File: config.mk
export PLATFORM = sky130hd
export DESIGN_NAME = esc_temp
export DESIGN_NICKNAME = d
export VERILOG_FILES = /design/src/rtl/esc_pkg.sv /design/src/rtl/esc_temp.sv
export SDC_FILE = /design/constraint.sdc
export NUM_CORES = 2
export LEC_CHECK = 0
export BUFFER_PORTS_ARGS = -buffer_cell sky130_fd_sc_hd__buf_2
export CAP_MARGIN = 20
export CELL_PAD_IN_SITES_DETAIL_PLACEMENT = 1
export CELL_PAD_IN_SITES_GLOBAL_PLACEMENT = 1
export CORE_UTILIZATION = 51
export DETAILED_ROUTE_END_ITERATION = 16
export PLACE_DENSITY = 0.91
export SYNTH_ARGS = -nofsm -noshare
export SYNTH_HDL_FRONTEND = slang
export SYNTH_SLANG_ARGS = --single-unit
File: constraint.sdc
create_clock -name clk -period 12.5 [get_ports clk]
set_input_delay 0.625 -clock clk [delete_from_list [all_inputs] [get_ports clk]]
set_output_delay 0.625 -clock clk [all_outputs]
set_load 0.02 [all_outputs]
File: src/rtl/esc_pkg.sv
// shared types, constants and arithmetic helpers for the sensor compensation pipeline
package esc_pkg;

    // pipeline depths
    localparam int TEMP_LAT   = 5;
    localparam int DIV_BITS   = 32;
    localparam int PRESS_LAT  = 7 + DIV_BITS + 5;
    localparam int HUM_STAGES = 11;
    localparam int HUM_DELAY  = PRESS_LAT - HUM_STAGES;
    localparam int TOTAL_LAT  = TEMP_LAT + PRESS_LAT;

    // configuration register indexes
    localparam logic [2:0] REG_TEMP    = 3'd0;
    localparam logic [2:0] REG_PRESS_A = 3'd1;
    localparam logic [2:0] REG_PRESS_B = 3'd2;
    localparam logic [2:0] REG_PRESS_C = 3'd3;
    localparam logic [2:0] REG_HUM_A   = 3'd4;
    localparam logic [2:0] REG_HUM_B   = 3'd5;

    // compensation constants
    localparam logic [31:0] P_OFFSET  = 32'd64000;
    localparam logic [31:0] P_FULL    = 32'd1048576;
    localparam logic [31:0] P_SCALE   = 32'd3125;
    localparam logic [31:0] P_UNITY   = 32'd32768;
    localparam logic [31:0] H_OFFSET  = 32'd76800;
    localparam logic [31:0] H_ROUND_A = 32'd16384;
    localparam logic [31:0] H_BIAS    = 32'd2097152;
    localparam logic [31:0] H_ROUND_B = 32'd8192;
    localparam logic [31:0] H_LIMIT   = 32'd419430400;

    // calibration words, each widened to 32 bits
    typedef struct packed {
        logic [31:0] t1;
        logic [31:0] t2;
        logic [31:0] t3;
        logic [31:0] p1;
        logic [31:0] p2;
        logic [31:0] p3;
        logic [31:0] p4;
        logic [31:0] p5;
        logic [31:0] p6;
        logic [31:0] p7;
        logic [31:0] p8;
        logic [31:0] p9;
        logic [31:0] h1;
        logic [31:0] h2;
        logic [31:0] h3;
        logic [31:0] h4;
        logic [31:0] h5;
        logic [31:0] h6;
    } coef_t;

    // temperature results carried alongside humidity
    typedef struct packed {
        logic [31:0] fine;
        logic [31:0] centi;
    } meas_t;

    typedef struct packed {
        logic [31:0] fine;
        logic [31:0] centi;
        logic [16:0] humidity;
    } hum_res_t;

    // flags that ride through the divider
    typedef struct packed {
        logic invalid;
        logic dbl;
    } div_side_t;

    typedef struct packed {
        logic [31:0] rem;
        logic [31:0] num;
    } div_state_t;

    // low 32 bits of a product, same for signed and unsigned
    function automatic logic [31:0] mul32(input logic [31:0] a, input logic [31:0] b);
        logic [63:0] p;
        p = {32'd0, a} * {32'd0, b};
        return p[31:0];
    endfunction

    // arithmetic right shift
    function automatic logic [31:0] asr(input logic [31:0] x, input int unsigned n);
        return 32'($signed(x) >>> n);
    endfunction

    // one restoring division step
    function automatic div_state_t div_step(input div_state_t s, input logic [31:0] den);
        logic [33:0] trial;
        div_state_t  r;
        trial = {1'b0, s.rem, s.num[31]} - {2'b00, den};
        if (!trial[33])
        begin
            r.rem = trial[31:0];
            r.num = {s.num[30:0], 1'b1};
        end
        else
        begin
            r.rem = {s.rem[30:0], s.num[31]};
            r.num = {s.num[30:0], 1'b0};
        end
        return r;
    endfunction

endpackage

File: src/rtl/esc_temp.sv
// temperature stages: fine temperature and hundredths of a degree
module esc_temp (
    input  logic               clk,
    input  logic               adv,
    input  logic [19:0]        raw_temperature,
    input  logic [19:0]        raw_pressure,
    input  logic [15:0]        raw_humidity,
    input  esc_pkg::coef_t     coef,
    output logic [31:0]        fine_temperature,
    output logic [31:0]        temperature_centi,
    output logic [19:0]        raw_pressure_out,
    output logic [15:0]        raw_humidity_out
);

    logic [31:0] x1_reg, x1_next, d_reg, d_next;
    logic [31:0] m1_reg, m1_next, dd_reg, dd_next;
    logic [31:0] a_reg, a_next, m2_reg, m2_next;
    logic [31:0] tf_reg, tf_next;
    logic [31:0] tf5_reg, tc_reg, tc_next;
    logic [19:0] rawp_reg [esc_pkg::TEMP_LAT];
    logic [15:0] rawh_reg [esc_pkg::TEMP_LAT];

    // stage arithmetic
    always_comb
    begin
        x1_next = ({12'd0, raw_temperature} >> 3) - (coef.t1 << 1);
        d_next  = ({12'd0, raw_temperature} >> 4) - coef.t1;
        m1_next = esc_pkg::mul32(x1_reg, coef.t2);
        dd_next = esc_pkg::mul32(d_reg, d_reg);
        a_next  = esc_pkg::asr(m1_reg, 11);
        m2_next = esc_pkg::mul32(esc_pkg::asr(dd_reg, 12), coef.t3);
        tf_next = a_reg + esc_pkg::asr(m2_reg, 14);
        tc_next = esc_pkg::asr(esc_pkg::mul32(tf_reg, 32'd5) + 32'd128, 8);
    end

    // stage registers
    always_ff @(posedge clk)
    begin
        if (adv)
        begin
            x1_reg  <= x1_next;
            d_reg   <= d_next;
            m1_reg  <= m1_next;
            dd_reg  <= dd_next;
            a_reg   <= a_next;
            m2_reg  <= m2_next;
            tf_reg  <= tf_next;
            tf5_reg <= tf_reg;
            tc_reg  <= tc_next;
            rawp_reg[0] <= raw_pressure;
            rawh_reg[0] <= raw_humidity;
            for (int i = 1; i < esc_pkg::TEMP_LAT; i++)
            begin
                rawp_reg[i] <= rawp_reg[i-1];
                rawh_reg[i] <= rawh_reg[i-1];
            end
        end
    end

    assign fine_temperature  = tf5_reg;
    assign temperature_centi = tc_reg;
    assign raw_pressure_out  = rawp_reg[esc_pkg::TEMP_LAT-1];
    assign raw_humidity_out  = rawh_reg[esc_pkg::TEMP_LAT-1];

endmodule

Yosys cells after proc, flatten, opt, wreduce, memory -nomap -nowiden:

Memory sizes are Yosys's and may differ from the RTL's.
Index checks and enable logic that the tools add are counted.

* register bits: 269
* memory bits (writable): 180
* bits of input ports: 634
* logic and storage cells: 21
* memories: 2

* $add $sub $neg: 4
* multipliers: 4
* muxes and demuxes: 2

Memory list
* rawp_reg: depth 5, width 20, rd ports 5, clocked after Yosys merged registers in 0, write ports 5, RTL line esc_temp.sv:20 `logic [19:0] rawp_reg [esc_pkg::TEMP_LAT];`
* rawh_reg: depth 5, width 16, rd ports 5, clocked after Yosys merged registers in 0, write ports 5, RTL line esc_temp.sv:21 `logic [15:0] rawh_reg [esc_pkg::TEMP_LAT];`

Operator list (count)
* $mul A32 B32 Y32: 2
* $add A32 B8 Y32 const B: 1
* $mul A20 B32 Y32: 1
* $mul A32 B3 Y32 const B: 1
* $sub A16 B32 Y32: 1
* $sub A17 B32 Y32: 1
* $add A21 B18 Y22: 1
* $mux W1: 2

Longest topological paths before layout:

* depth in word-level cells: 2
* gate-level depth with buffers: 30
* depth with buffers taken out: 28

Worst setup path before layout:

OpenSTA, ideal clock, no wires.

* path kind: register to register
* start: register x1_reg[3] (netlist name)
* end: register dd_reg[31], data pin
* library setup time: 0.260 ns
* arrival: 7.447 ns
* setup slack: 4.793 ns
* cell stages (with the launch flop): 29
* path buffers: 3
* clock period less this slack: 7.707 ns
* cell sequence: edfxtp_1 clkbuf_1 clkbuf_1 clkbuf_1 nand2_1 fa_1 inv_1 fa_1 inv_1 fa_1 fa_1 inv_1 fa_1 inv_1 fa_1 inv_1 fa_1 fa_1 ha_1 nand4_1 inv_1 a221oi_2 o21ai_2 a211oi_4 o21ai_2 or4_1 a31o_2 a21oi_2 xnor2_1

RTL lines
* end signal: assignment: RTL line esc_temp.sv:44 `dd_reg <= dd_next;`
* end: declaration: RTL line esc_temp.sv:16 `logic [31:0] m1_reg, m1_next, dd_reg, dd_next;`

Worst setup path after layout:

* start: register x1_reg[10]
* end: register m1_reg[29], data pin

* cells in the longest elaborated chain, start to end: 1

RTL lines
* start: declaration: RTL line esc_temp.sv:15 `logic [31:0] x1_reg, x1_next, d_reg, d_next;`
* start signal: assignment: RTL line esc_temp.sv:41 `x1_reg <= x1_next;`
* $mul A32 B32 Y32: RTL line esc_pkg.sv:79 `p = {32'd0, a} * {32'd0, b};`
* net m1_next[29]: RTL line esc_temp.sv:16
* end signal: assignment: RTL line esc_temp.sv:43 `m1_reg <= m1_next;`
* end: declaration: RTL line esc_temp.sv:16

The timed path passes the listed nets, and every way through them passes these cells.
A chain may end at the register's enable or synchronous reset.

==> impl_metrics.yaml <==
setup_path:
  cp-end-kind: "register"
  setup.worst_path.end: "m1_reg[29]"
  startpoint_type: "register"
  reg2regPathDepth: 23
  cp_data_required_time_ns: 12.84
  critPathLaunch: "x1_reg[10]"
  worstSetupPathType: "register to register"
  rrSetupSlack_ns: 3.46
  arrival_ns: 9.38
  worstPathMaxFanout: 23
  rr_endpoint: "m1_reg[29]"
  rr_startpoint: "x1_reg[10]"
cts:
  worstSkewPairLatency_ns: 0.68
  cts_num_sinks: 360
  cts_buffers: 42
  cts_resized: 0
  cts-htree-levels: 2
  clkTransAtPathRegs_ns: 0.08
  post-cts-setup-buffer-count: 0
  postCtsHoldBufs: 0
  cts_tree: "yes"
  cts_root_buffer: "clkbuf_16"
  cts_buffer_depth: 3
floorplanning:
  ios: 734
  die_h_um: 333
  core_area_mm2: 0.109
  fp.dieW_um: 333
  dieArea_mm2: 0.111
  start_util: 0.514
  rows: 121
routing:
  antenna_left: 0
  drt_iter0_markers: 3519
  routed_wl_mm: 199
  detail_route.wl_per_cell_um: 28.7
  num_vias: 41534
  drc: 0
  viasPerCell: 5.99
  dr.pass1.iters: 8
yosys:
  ys_async_sr_fraction: 0
  synth_top_area_share: 0.403
  synth_seq_cells: 360
  synthTopCellsByCount: "inv_1, fa_1, nand2_1"
  yosysSeqAreaShare: 0.193
  syn_area_per_cell_um2: 10.3
  yosys_warnings: 0
  synth.most_common_cell: "inv_1"
  netlist_area_mm2: 0.0559
  synthDistinctLibCells: 75
  synth_top_cell_by_area: "fa_1"
  synth_flop_cell: "edfxtp_1"
  synthTopCellsByArea: "fa_1, edfxtp_1, ha_1"
  syn-num-nets: 7637
  synth_edf_count: 360
  synth_cells: 5425
global_routing:
  overflow: 0
  track_usage: 0.369
  grt_start_max_net_pins: 184
  grt_pass1_wl_mm: 304
  grt_pass1_vias: 51125
  antenna_found_initial: 7
cells_and_area:
  instances_no_fill: 6937
  drive_gt1_frac: 0.0712
  ff_latch_area_mm2: 0.0108
  areaGrowthSynthToFinish_pct: 6.35
  largest_reg_flops: 100
  multi_input_area_mm2: 0.0389
  fillers: 11726
  final_nets: 7698
placement:
  portBuffers: 249
  dp_cells: 6856
  place_hpwl_mm: 139
  place.gp.congestion: 0.866
sta:
  rsz0062_at_grt: "false"
  finalCritPeriodShare: 0.723
  setup_viol: 0
  fin_skew_ns: 0.0797
  finalHoldViolations: 0
  tightest_slew_ns: 1.17
  maxSlewViolCount: 0
  holdWs_ns: 0.132
  fmax_mhz: 111
  tns_ns: 0
  max_slew_margin: 0.219
  period_minus_slack_ns: 9.04
status:
  status: "complete, no violations"
flow_run:
  max_cap_violations: 0
min_path:
  hold_class: "primary input to register"
==> stage by stage <==
stage | setup WS [ns] | instance area, um2 | util
after floorplan | 4.79 | 55900 | -
after global placement | 4.33 | 58100 | 0.534
after detailed placement | 3.98 | 58100 | 0.534
after CTS | 3.70 | 59500 | 0.547
after global routing | 3.28 | 59500 | 0.547
final | 3.46 | 59500 | 0.547
==> metal layers <==
metal / vias to the layer above / part of all wire / wire length, um / global-route usage
li1: 16112 / - / - / -
met1: 20876 / 0.31 / 61900 / 0.369
met2: 3058 / 0.49 / 96800 / 0.624
met3: 1480 / 0.092 / 18400 / 0.0962
met4: 8 / 0.11 / 21900 / 0.346
met5: - / 0.00031 / 61 / 0
==> how the worst min path moves through the flow <==
stage | start | to | cells past startpoint
final | raw_pressure[12] | rawp_reg[0][12] | 1
after global routing | raw_pressure[12] | rawp_reg[0][12] | 1
after CTS | raw_pressure[12] | rawp_reg[0][12] | 1
after detailed placement | rawh_reg[0][51] | rawh_reg[0][67] | 0
after global placement | rawh_reg[0][41] | rawh_reg[0][57] | 0
after floorplan | m1_reg[11] | a_reg[0] | 0
==> cell families (layout without fill, tap and decap cells) <==
kind of cell	after synthesis	in the layout	synth area share
AOI/OAI and AO/OA	214	214	0.0275
other	0	4	0
buffers and inverters	1598	1692	0.111
DFF	360	360	0.193
muxes	1	1	0.000179
and+or+nand+nor	1445	1445	0.128
adders and majority gates	1578	1578	0.504
xor gates and xnor gates	229	229	0.0359
==> layout by cell type, fill, tap and decap left out, drive strengths merged, types with 47 or more instances in the layout <==
cell,instances
a21oi,52
edfxtp,360
inv,1327
ha,451
nor2,103
nand2,639
fa,1127
and2,582
buf,295
xnor2,182
xor2,47
==> final cells by class <==
class	count	area share
clock inverters	31	0.00578
repair buffers	295	0.0271
inverters	1320	0.0833
clock buffers	46	0.0179
flip-flops and latches	360	0.182
multi-input cells	3467	0.654
well taps	1414	0.0297
diodes	4	0.000168
==> critical path, cell delays in order (launching register included) <==
cell	delay, ns
edfxtp_1	1.13
buf_4	0.53
and2_1	0.23
fa_1	0.44
fa_1	0.54
inv_1	0.07
fa_1	0.42
fa_1	0.51
inv_1	0.06
fa_1	0.51
inv_1	0.06
fa_1	0.56
inv_1	0.07
fa_1	0.51
fa_1	0.47
ha_1	0.35
o21ai_0	0.09
o21bai_1	0.23
nand3_1	0.31
a21boi_0	0.48
o21ai_0	0.19
nand2_1	0.18
nand3_1	0.11
a32oi_1	0.60
Power is not shown: default switching activity piles up to over one toggle a cycle in this logic, so the estimate is an artifact.
